==> config.mk <==
export PLATFORM = sky130hd
export DESIGN_NAME = keyboard_report_slot_composer
export DESIGN_NICKNAME = d
export VERILOG_FILES = /design/src/rtl/krsc_pkg.sv /design/src/rtl/keyboard_report_slot_composer.sv /design/src/rtl/krsc_cmp_unit.sv /design/src/rtl/krsc_slot_file.sv
export VERILOG_INCLUDE_DIRS = /design/src /design/src/rtl
export SDC_FILE = /design/constraint.sdc
export NUM_CORES = 1
export LEC_CHECK = 0
export BUFFER_PORTS_ARGS = -buffer_cell sky130_fd_sc_hd__buf_2
export CORE_MARGIN = 2
export CORE_UTILIZATION = 58
export DETAILED_ROUTE_END_ITERATION = 7
export PLACE_DENSITY = 0.8
export SLEW_MARGIN = 0
export SYNTH_ARGS = -nofsm -noshare
export SYNTH_HDL_FRONTEND = slang
export SYNTH_SLANG_ARGS = --single-unit
==> constraint.sdc <==
create_clock -name clk -period 3.9 [get_ports clk]
set_input_delay 0.39 -clock clk [delete_from_list [all_inputs] [get_ports clk]]
set_output_delay 0.39 -clock clk [all_outputs]
set_load 0.01 [all_outputs]
==> src/rtl/keyboard_report_slot_composer_macros.svh <==
// Assertion macros for the keyboard report slot composer.
`ifndef KEYBOARD_REPORT_SLOT_COMPOSER_MACROS_SVH
`define KEYBOARD_REPORT_SLOT_COMPOSER_MACROS_SVH

`ifndef NO_ASSERTIONS
`define KRSC_ASSERT_NOW(lbl, ante, cons) \
	lbl: assert property (@(posedge clk) disable iff (!arst_n) (ante) |-> (cons)) \
	else $error("krsc check failed");
`define KRSC_ASSERT_NEXT(lbl, ante, cons) \
	lbl: assert property (@(posedge clk) disable iff (!arst_n) (ante) |=> (cons)) \
	else $error("krsc check failed");
`else
`define KRSC_ASSERT_NOW(lbl, ante, cons)
`define KRSC_ASSERT_NEXT(lbl, ante, cons)
`endif

`endif

==> src/rtl/krsc_pkg.sv <==
`default_nettype none
package krsc_pkg;

	localparam int NUM_SLOTS = 6;
	localparam int IDX_W = 3;
	localparam int CODE_W = 8;

	localparam logic KIND_EVENT = 1'b0;
	localparam logic KIND_TICK = 1'b1;
	localparam logic [4:0] MOD_PREFIX = 5'b11100;

	typedef logic [CODE_W-1:0] code_t;
	typedef logic [NUM_SLOTS-1:0][CODE_W-1:0] slot_vec_t;

	typedef enum logic [2:0] {
		ST_IDLE,
		ST_SCAN,
		ST_APPLY,
		ST_PACK,
		ST_FILL,
		ST_EMIT
	} state_t;

	typedef struct packed {
		logic is_zero;
		logic is_hit;
	} cmp_t;

	typedef struct packed {
		logic en;
		logic [IDX_W-1:0] idx;
		code_t data;
	} slot_wr_t;

	function automatic logic is_modifier(code_t code);
		return code[CODE_W-1:3] == MOD_PREFIX;
	endfunction

	function automatic code_t modifier_mask(code_t code);
		return code_t'(1) << code[2:0];
	endfunction

endpackage
`default_nettype wire

==> src/rtl/keyboard_report_slot_composer.sv <==
// Channel | Handshake            | Word
// input   | in_valid, in_ready   | kind, key_code, pressed
// output  | out_valid, out_ready | modifier_bits, slot0 .. slot5
//
// A modifier event goes straight to the update step; any other key event first
// makes one pass over the six slots through a single comparator, then the update.
// A tick with a pending change runs a pack pass over the slots, then the
// zero fill of the freed tail, then the load of the output register.
// A tick without a pending change is absorbed in its accept cycle.
// Reset clears all slots, the modifier byte and the change mark; a stalled
// output word holds the report until it is taken, and a further report waits
// in its last step with input held off until the output register is free.
`default_nettype none
`include "keyboard_report_slot_composer_macros.svh"
module keyboard_report_slot_composer (
	input wire clk,
	input wire arst_n,
	input wire in_valid,
	output logic in_ready,
	input wire kind,
	input wire [7:0] key_code,
	input wire pressed,
	output logic out_valid,
	input wire out_ready,
	output logic [7:0] modifier_bits,
	output logic [7:0] slot0,
	output logic [7:0] slot1,
	output logic [7:0] slot2,
	output logic [7:0] slot3,
	output logic [7:0] slot4,
	output logic [7:0] slot5
);

	localparam logic [krsc_pkg::IDX_W-1:0] LAST_IDX = krsc_pkg::IDX_W'(krsc_pkg::NUM_SLOTS - 1);
	localparam logic [krsc_pkg::IDX_W-1:0] END_IDX = krsc_pkg::IDX_W'(krsc_pkg::NUM_SLOTS);

	krsc_pkg::state_t state_q, state_d;
	logic [krsc_pkg::IDX_W-1:0] idx_q;
	logic [krsc_pkg::IDX_W-1:0] wr_idx_q;
	krsc_pkg::code_t code_q;
	logic pressed_q;
	logic is_mod_q;
	logic hit_found_q;
	logic [krsc_pkg::IDX_W-1:0] hit_idx_q;
	logic free_found_q;
	logic [krsc_pkg::IDX_W-1:0] free_idx_q;
	krsc_pkg::code_t mod_q;
	logic dirty_q;
	logic out_valid_q;
	krsc_pkg::code_t out_mod_q;
	krsc_pkg::slot_vec_t out_slots_q;

	logic in_fire;
	logic emit_go;
	krsc_pkg::slot_wr_t slot_wr;
	krsc_pkg::code_t rd_data;
	krsc_pkg::slot_vec_t slots;
	krsc_pkg::cmp_t cmp;

	krsc_slot_file u_slot_file (
		.clk(clk),
		.arst_n(arst_n),
		.wr(slot_wr),
		.rd_idx(idx_q),
		.rd_data(rd_data),
		.slots(slots)
	);

	krsc_cmp_unit u_cmp_unit (
		.slot_value(rd_data),
		.key_code(code_q),
		.result(cmp)
	);

	assign in_fire = in_valid && in_ready;
	assign emit_go = !out_valid_q || out_ready;

	always_comb begin
		state_d = state_q;
		case (state_q)
			krsc_pkg::ST_IDLE: begin
				if (in_fire) begin
					if (kind == krsc_pkg::KIND_TICK) begin
						state_d = dirty_q ? krsc_pkg::ST_PACK : krsc_pkg::ST_IDLE;
					end else if (krsc_pkg::is_modifier(key_code)) begin
						state_d = krsc_pkg::ST_APPLY;
					end else begin
						state_d = krsc_pkg::ST_SCAN;
					end
				end
			end
			krsc_pkg::ST_SCAN: begin
				if (idx_q == LAST_IDX) begin
					state_d = krsc_pkg::ST_APPLY;
				end
			end
			krsc_pkg::ST_APPLY: state_d = krsc_pkg::ST_IDLE;
			krsc_pkg::ST_PACK: begin
				if (idx_q == LAST_IDX) begin
					state_d = krsc_pkg::ST_FILL;
				end
			end
			krsc_pkg::ST_FILL: begin
				if (wr_idx_q == END_IDX) begin
					state_d = krsc_pkg::ST_EMIT;
				end
			end
			krsc_pkg::ST_EMIT: begin
				if (emit_go) begin
					state_d = krsc_pkg::ST_IDLE;
				end
			end
			default: state_d = krsc_pkg::ST_IDLE;
		endcase
	end

	always_comb begin
		in_ready = 1'b0;
		slot_wr = '0;
		case (state_q)
			krsc_pkg::ST_IDLE: in_ready = 1'b1;
			krsc_pkg::ST_APPLY: begin
				if (!is_mod_q) begin
					if (!pressed_q && hit_found_q) begin
						slot_wr.en = 1'b1;
						slot_wr.idx = hit_idx_q;
						slot_wr.data = '0;
					end else if (pressed_q && !hit_found_q && free_found_q) begin
						slot_wr.en = 1'b1;
						slot_wr.idx = free_idx_q;
						slot_wr.data = code_q;
					end
				end
			end
			krsc_pkg::ST_PACK: begin
				if (!cmp.is_zero) begin
					slot_wr.en = 1'b1;
					slot_wr.idx = wr_idx_q;
					slot_wr.data = rd_data;
				end
			end
			krsc_pkg::ST_FILL: begin
				if (wr_idx_q != END_IDX) begin
					slot_wr.en = 1'b1;
					slot_wr.idx = wr_idx_q;
					slot_wr.data = '0;
				end
			end
			default: begin
				in_ready = 1'b0;
			end
		endcase
	end

	always_ff @(posedge clk or negedge arst_n) begin
		if (!arst_n) begin
			state_q <= krsc_pkg::ST_IDLE;
			idx_q <= '0;
			wr_idx_q <= '0;
			hit_found_q <= 1'b0;
			free_found_q <= 1'b0;
			mod_q <= '0;
			dirty_q <= 1'b0;
			out_valid_q <= 1'b0;
		end else begin
			state_q <= state_d;
			if (state_q == krsc_pkg::ST_EMIT && emit_go) begin
				out_valid_q <= 1'b1;
			end else if (out_ready) begin
				out_valid_q <= 1'b0;
			end
			case (state_q)
				krsc_pkg::ST_IDLE: begin
					idx_q <= '0;
					wr_idx_q <= '0;
					hit_found_q <= 1'b0;
					free_found_q <= 1'b0;
				end
				krsc_pkg::ST_SCAN: begin
					if (!free_found_q && cmp.is_zero) begin
						free_found_q <= 1'b1;
					end
					if (!hit_found_q && cmp.is_hit) begin
						hit_found_q <= 1'b1;
					end
					idx_q <= idx_q + krsc_pkg::IDX_W'(1);
				end
				krsc_pkg::ST_APPLY: begin
					if (is_mod_q) begin
						mod_q <= pressed_q ? (mod_q | krsc_pkg::modifier_mask(code_q))
							: (mod_q & ~krsc_pkg::modifier_mask(code_q));
						dirty_q <= 1'b1;
					end else if (slot_wr.en) begin
						dirty_q <= 1'b1;
					end
				end
				krsc_pkg::ST_PACK: begin
					if (!cmp.is_zero) begin
						wr_idx_q <= wr_idx_q + krsc_pkg::IDX_W'(1);
					end
					idx_q <= idx_q + krsc_pkg::IDX_W'(1);
				end
				krsc_pkg::ST_FILL: begin
					if (wr_idx_q != END_IDX) begin
						wr_idx_q <= wr_idx_q + krsc_pkg::IDX_W'(1);
					end
				end
				krsc_pkg::ST_EMIT: begin
					if (emit_go) begin
						dirty_q <= 1'b0;
					end
				end
				default: begin
					idx_q <= '0;
				end
			endcase
		end
	end

	always_ff @(posedge clk) begin
		if (in_fire) begin
			code_q <= key_code;
			pressed_q <= pressed;
			is_mod_q <= krsc_pkg::is_modifier(key_code);
		end
		if (state_q == krsc_pkg::ST_SCAN) begin
			if (!free_found_q && cmp.is_zero) begin
				free_idx_q <= idx_q;
			end
			if (!hit_found_q && cmp.is_hit) begin
				hit_idx_q <= idx_q;
			end
		end
		if (state_q == krsc_pkg::ST_EMIT && emit_go) begin
			out_mod_q <= mod_q;
			out_slots_q <= slots;
		end
	end

	assign out_valid = out_valid_q;
	assign modifier_bits = out_mod_q;
	assign slot0 = out_slots_q[0];
	assign slot1 = out_slots_q[1];
	assign slot2 = out_slots_q[2];
	assign slot3 = out_slots_q[3];
	assign slot4 = out_slots_q[4];
	assign slot5 = out_slots_q[5];

	`KRSC_ASSERT_NEXT(a_mod_goes_apply,
		in_fire && kind == krsc_pkg::KIND_EVENT && krsc_pkg::is_modifier(key_code),
		state_q == krsc_pkg::ST_APPLY)
	`KRSC_ASSERT_NEXT(a_dirty_tick_packs,
		in_fire && kind == krsc_pkg::KIND_TICK && dirty_q,
		state_q == krsc_pkg::ST_PACK)
	`KRSC_ASSERT_NEXT(a_emit_loads,
		state_q == krsc_pkg::ST_EMIT && emit_go,
		out_valid_q && !dirty_q)
	`KRSC_ASSERT_NOW(a_scan_index_range,
		state_q == krsc_pkg::ST_SCAN || state_q == krsc_pkg::ST_PACK,
		idx_q <= LAST_IDX && wr_idx_q <= idx_q)

endmodule
`default_nettype wire

==> src/rtl/krsc_cmp_unit.sv <==
`default_nettype none
module krsc_cmp_unit (
	input wire krsc_pkg::code_t slot_value,
	input wire krsc_pkg::code_t key_code,
	output krsc_pkg::cmp_t result
);

	assign result.is_zero = (slot_value == '0);
	assign result.is_hit = (slot_value == key_code);

endmodule
`default_nettype wire

==> src/rtl/krsc_slot_file.sv <==
`default_nettype none
module krsc_slot_file (
	input wire clk,
	input wire arst_n,
	input wire krsc_pkg::slot_wr_t wr,
	input wire [krsc_pkg::IDX_W-1:0] rd_idx,
	output krsc_pkg::code_t rd_data,
	output krsc_pkg::slot_vec_t slots
);

	krsc_pkg::slot_vec_t slots_q;

	always_ff @(posedge clk or negedge arst_n) begin
		if (!arst_n) begin
			slots_q <= '0;
		end else if (wr.en) begin
			for (int i = 0; i < krsc_pkg::NUM_SLOTS; i++) begin
				if (wr.idx == krsc_pkg::IDX_W'(i)) begin
					slots_q[i] <= wr.data;
				end
			end
		end
	end

	always_comb begin
		rd_data = '0;
		for (int i = 0; i < krsc_pkg::NUM_SLOTS; i++) begin
			if (rd_idx == krsc_pkg::IDX_W'(i)) begin
				rd_data = slots_q[i];
			end
		end
	end

	assign slots = slots_q;

endmodule
`default_nettype wire
Word level (Yosys, flattened, before mapping)
Cells that the tools add are included.

storage, ports and cells
  register bits = 141
  bits of input ports = 14
  output and inout port bits = 58
  logic and storage cells = 134

cells by class
  $add $sub $neg = 2
  equality and inequality tests = 29
  shift operators = 1
  multiplexer cells = 37
  bitwise operators = 3
  reduce and logical (&&, ||, !) cells = 36

operators with widths
  cell                   number
  $mux W12               5
  $mux W8                7
  $pmux W12 S3           1
  $reduce_and A2 Y1      11
  $eq A3 B3 Y1 const B   7
  $mux W3                7
  $eq A3 B2 Y1 const B   6
  $ne A2 B2 Y1 const B   9
  $pmux W3 S5            1
  $eq A3 B1 Y1 const B   3
  $logic_not A3 Y1       3
  $pmux W3 S3            1
  $and A8 B8 Y8          1
  $eq A8 B8 Y1           1
  $logic_not A8 Y1       1
  $mux W1                8
  $not A8 Y8             1
  $or A8 B8 Y8           1
  $shl A1 B3 Y8 const A  1
  $logic_and A1 B1 Y1    7
  $add A3 B1 Y3 const B  2
  $mux W2                3
  $ne A3 B3 Y1 const B   2
  $pmux W1 S2            3
  other kinds (10)       16

Longest topological paths before layout
  word-level depth = 13
  mapped depth = 13
  mapped depth without buffers = 10

By module
From an unflattened synthesis, not the netlist that was laid out.

unflattened totals
  cells, all modules = 377
  area, all modules = 5878.1 um^2

by module, submodules not included
  module                         instances  cells an instance  area an instance (um^2)  sequential area each (um^2)
  keyboard_report_slot_composer  1          209                3518.4                   2687.6
  krsc_slot_file                 1          154                2254.7                   1201.2
  krsc_cmp_unit                  1          14                 105.1                    0.0

Worst setup path after synthesis
No wires, ideal clock.

  path kind = reg-to-reg
  from = reg state_q[2]
  to = reg out_mod_q[0], in the netlist modifier_bits[0] (enable)
  library setup time = 471 ps
  arrival = 3135 ps
  required time = 3429 ps
  setup slack = 294 ps
  cell stages (with the launch flop) = 4
  buffers on the path = 1
  period minus slack after synthesis = 3606 ps
  cells stage by stage = dfrtp_1 -> clkbuf_1 -> nand2_1 -> nor2_1

between the ends
  cells in the longest elaborated chain, start to end = 2

ends and longest elaborated chain
  what                    line                                  text
  start, declared         keyboard_report_slot_composer.sv:37   krsc_pkg::state_t state_q, state_d;
  start signal, assigned  keyboard_report_slot_composer.sv:157  state_q <= krsc_pkg::ST_IDLE;
  start signal, assigned  keyboard_report_slot_composer.sv:166  state_q <= state_d;
  $eq A3 B3 Y1            keyboard_report_slot_composer.sv:234  if (state_q == krsc_pkg::ST_EMIT && emit_go) begin
  $logic_and A1 B1 Y1     keyboard_report_slot_composer.sv:234
  end signal, assigned    keyboard_report_slot_composer.sv:235  out_mod_q <= mod_q;
  end, declared           keyboard_report_slot_composer.sv:50   krsc_pkg::code_t out_mod_q;

Every way passes these cells.
A chain may end at the register's enable or synchronous reset.

Worst setup path in the final report
  from = reg idx_q[0] in the netlist's numbering
  to = reg u_slot_file.slots_q, in the netlist u_slot_file.slots[17]

between the ends
  cells in the longest elaborated chain, start to end = 12
  elaborated cells on any way between the ends = 17
  classes of those cells = 6 x eq/ne; 8 x mux; 3 x reduce/logical

ends and longest elaborated chain
  what                                line                                  text
  start, declared                     keyboard_report_slot_composer.sv:38   logic [krsc_pkg::IDX_W-1:0] idx_q;
  start signal, assigned              keyboard_report_slot_composer.sv:186  idx_q <= idx_q + krsc_pkg::IDX_W'(1);
  start signal, assigned              keyboard_report_slot_composer.sv:201  idx_q <= idx_q + krsc_pkg::IDX_W'(1);
  $logic_not A3 Y1                    krsc_slot_file.sv:28                  if (rd_idx == krsc_pkg::IDX_W'(i)) begin
  $mux W8 (5 in series)               krsc_slot_file.sv:28
  $mux W8 (*)                         krsc_slot_file.sv:28
  $logic_not A8 Y1                    krsc_cmp_unit.sv:8                    assign result.is_zero = (slot_value == '0);
  $mux W12 (*)                        keyboard_report_slot_composer.sv:136  if (!cmp.is_zero) begin
  $pmux W12 S3 (*)                    keyboard_report_slot_composer.sv:120  case (state_q)
  $eq A3 B2 Y1                        krsc_slot_file.sv:18                  if (wr.idx == krsc_pkg::IDX_W'(i)) begin
  $reduce_and A2 Y1 (no source line)  --
  end signal, assigned by index       krsc_slot_file.sv:19                  slots_q[i] <= wr.data;
  end, declared                       krsc_slot_file.sv:11                  krsc_pkg::slot_vec_t slots_q;

Mark *: on every way between the ends. The rest lies on a longest branch, timed or not.

==> results.ini <==
[power_and_ir_drop]
ir_drop_v=0.000322
cellLeakagePower_nw=2.91
intPower_mw=3.44
netSwitchingPower_mw=1.63
total_power_mw=5.07
swShare_pct=32.1
seq_power_share_pct=41.0
p_per_area_nw_per_um2=710
clkPwrFrac_pct=32.7
power_frac_comb_pct=26.2

[setup_path]
cp-startpoint=idx_q[0]
cpMostUsedCell=a221oi_1
worstSetupPathType=flop to flop
worstPathRequired_ns=4.32
slowest_stage=ha_1
path_cells=inv_1 > ha_1 > a221oi_1 > a221oi_1 > and4_1 > a21oi_4 > a21boi_4 > nor3b_4 > mux2_2
worstPathMaxFanout=16
end_kind=flop
crit_path_max_incr_delay_ns=0.55
worstPathArrival_ns=4.03
rr_startpoint=idx_q[0]
cp-start-kind=flop

[clocking]
clk_latency_ns=0.54
hold_buffers=0
clockBufferDepth=2
clk_pin_slew_ns=0.06
cts_tree=built
htree_levels=4
cts_resized=0
numClockSinks=141
numCtsBuffers=17
post_cts_buffers=0
cts-root-buf=clkbuf_8

[timing]
fin_crit_sh_pct=92.4
slew_violations=0
fmax_ghz=0.277
rsz0062_at_grt=no
finalSetupViolations=0
relSlewSlack_pct=33.2
min_period_ns=3.60
worst_slack_ns=0.295
hold_viol_final=0
hold_ws_ns=0.0134
tightestPinTransition_ns=0.989
fin_tns_setup_ns=0
clock_skew_ns=0.00875

[worst_hold_path]
hold_path_class=primary input to async pin

[route]
wl_per_cell_um=19.2
drc_errors=0
first_iter_violations=382
dr_total_vias=3939
dr.pass1.iters=5
antenna_left=0
drt_wl_total_um=12700
via_per_inst=5.95

[synth]
async_flop_share_pct=48.9
ys_types=54
ys_top_cells_by_area=edfxtp_1 36%, dfrtp_1 29%, mux2_2 10%, nand2_1 2.5%, a221oi_1 2.1%
ys_seq_area_share_pct=65.3
mappedNetlistArea_um2=5950
syn_avg_cell_area_um2=13.9
post-synth-top-area-cell=edfxtp_1
synth_warnings=0
synth_common_cells=72 x edfxtp_1, 69 x dfrtp_1, 55 x mux2_2
synth_seq_cells=141
synth_top_area_share_pct=36.3
syn_inst=428
synth_nets=449
synth_edf_count=72
synthFlopType=edfxtp_1
yosysMostFrequentCell=edfxtp_1

[global_route]
grt_pass1_wl_um=20400
grt.overflow.total=0
antenna_found_initial=0
grt_pass1_vias=3945
grt_max_degree=46
grt.total_usage_pct=24.4

[floorplan]
ios=72
rows=36
die_area_um2=11100
die_width_um=105
die_h_um=105
start_util_pct=60.3
core_um2=9860

[flow_run]
cap_viol_max_count=0

[finish]
utilization_pct=72.3
multiInputGateArea_um2=1920
seq_area_um2=3890
area_growth_pct=19.9
n_antenna_cell=0
drive_above_1_share_pct=34.8
nNetsFinal=537
fillCellCount=593

[place]
hpwl_um=8450
globalplace.congestion=0.892
portBuffers=71
pre_cts_slack_ns=0.392

[outcome]
outcome=finished, final reports clean

## state kept, by name, indices dropped and copies added, names as in the netlist, named ones only
name,count
state_q,3
pressed_q,1
u_slot_file.slots,48
modifier_bits,8
slot3,8
wr_idx_q,3
is_mod_q,1
slot5,8
out_valid,1
hit_found_q,1
idx_q,3
dirty_q,1
free_idx_q,3
slot4,8
hit_idx_q,3
slot2,8
free_found_q,1
code_q,8
slot1,8
slot0,8
## path summary, 6_finish.rpt
| kind | end | slack [ns] | cells past startpoint |
|---|---|---|---|
| max in group asynchronous | hit_found_q | 3.00 | 2 |
| max reg2reg | u_slot_file.slots[17] | 0.30 | 9 |
| max | u_slot_file.slots[17] | 0.30 | 9 |
| min in group clk | pressed_q | 0.03 | 1 |
| min | u_slot_file.slots[16] | 0.01 | 1 |
| min reg2reg | modifier_bits[0] | 0.44 | 0 |
## cells by family after synthesis
kind of cell    count (synthesis)  synth area share (%)
simple gates                  107                  10.1
compound gates                 72                  8.68
mux                            57                  10.8
fa+ha+maj                       7                  1.47
buf+inv                        36                  2.50
flops                         141                  65.3
xor+xnor                        8                  1.18
## power groups by stage
| stage | Clock, mW | Combinational [mW] | Sequential, mW |
|---|---|---|---|
| after floorplan | 0 | 0.942 | 2.03 |
| after global routing | 1.73 | 1.44 | 2.10 |
| after CTS | 1.68 | 1.31 | 2.07 |
| after detailed placement | 0 | 1.28 | 2.10 |
| final | 1.66 | 1.33 | 2.08 |
| after global placement | 0 | 1.22 | 2.08 |
## per-stage QoR
step / area (um^2) / instances
final: 7130 / 662
after detailed placement: 6520 / 630
after CTS: 7130 / 662
after floorplan: 5950 / 428
after global placement: 6520 / 630
after global routing: 7130 / 662
## routing by layer
| layer | GRT usage (%) | up-vias | routed length (um) |
|---|---|---|---|
| li1 | - | 1763 | - |
| met4 | 9.71 | 0 | 276 |
| met3 | 6.00 | 39 | 995 |
| met5 | 0 | - | 0 |
| met1 | 32.1 | 1941 | 5180 |
| met2 | 39.3 | 196 | 6250 |
## cell type report
cell class / instances / share of cell area, %
clock inverter: 14 / 2.70
sequential: 141 / 54.5
tap: 133 / 2.33
clock buffer: 18 / 5.86
inverter: 17 / 0.894
timing repair buffer: 88 / 6.77
multi-input combinational: 251 / 26.9
## critical path, delay by kind of cell, from the launching register on
| family | cells | cell delay [ns] |
|---|---|---|
| AOI/OAI and AO/OA | 4 | 1.09 |
| and+or+nand+nor | 2 | 0.86 |
| adders and majority gates | 1 | 0.55 |
| DFF | 1 | 0.45 |
| muxes | 1 | 0.40 |
| buffers and inverters | 1 | 0.13 |
## layout by cell type (no fill, tap or decap), types with 2 or more instances in the layout
cell	synthesis	final
edfxtp_1	72	72
buf_2	8	71
dfrtp_1	69	69
mux2_2	55	55
nand2_1	39	39
o21ai_0	24	24
buf_4	1	17
inv_1	16	16
clkbuf_16	0	16
a221oi_1	14	14
nor2_1	14	13
a21oi_1	11	11
nand3b_1	10	10
nor3_1	7	7
xor2_1	7	7
ha_1	7	7
nand2b_1	5	5
clkinvlp_4	0	5
and2_1	4	4
nand3_1	4	4
a21o_1	4	4
bufinv_16	0	4
nor2b_1	3	3
nor4_1	3	3
or3_1	2	2
o211ai_1	2	2
and4_1	2	2
a222oi_1	2	2
a21boi_4	2	2
nor3b_4	2	2
o22ai_1	2	2
a211oi_1	2	2
nor3b_1	2	2
clkinv_4	0	2
Note: power is estimated with default switching activity, not from simulation.
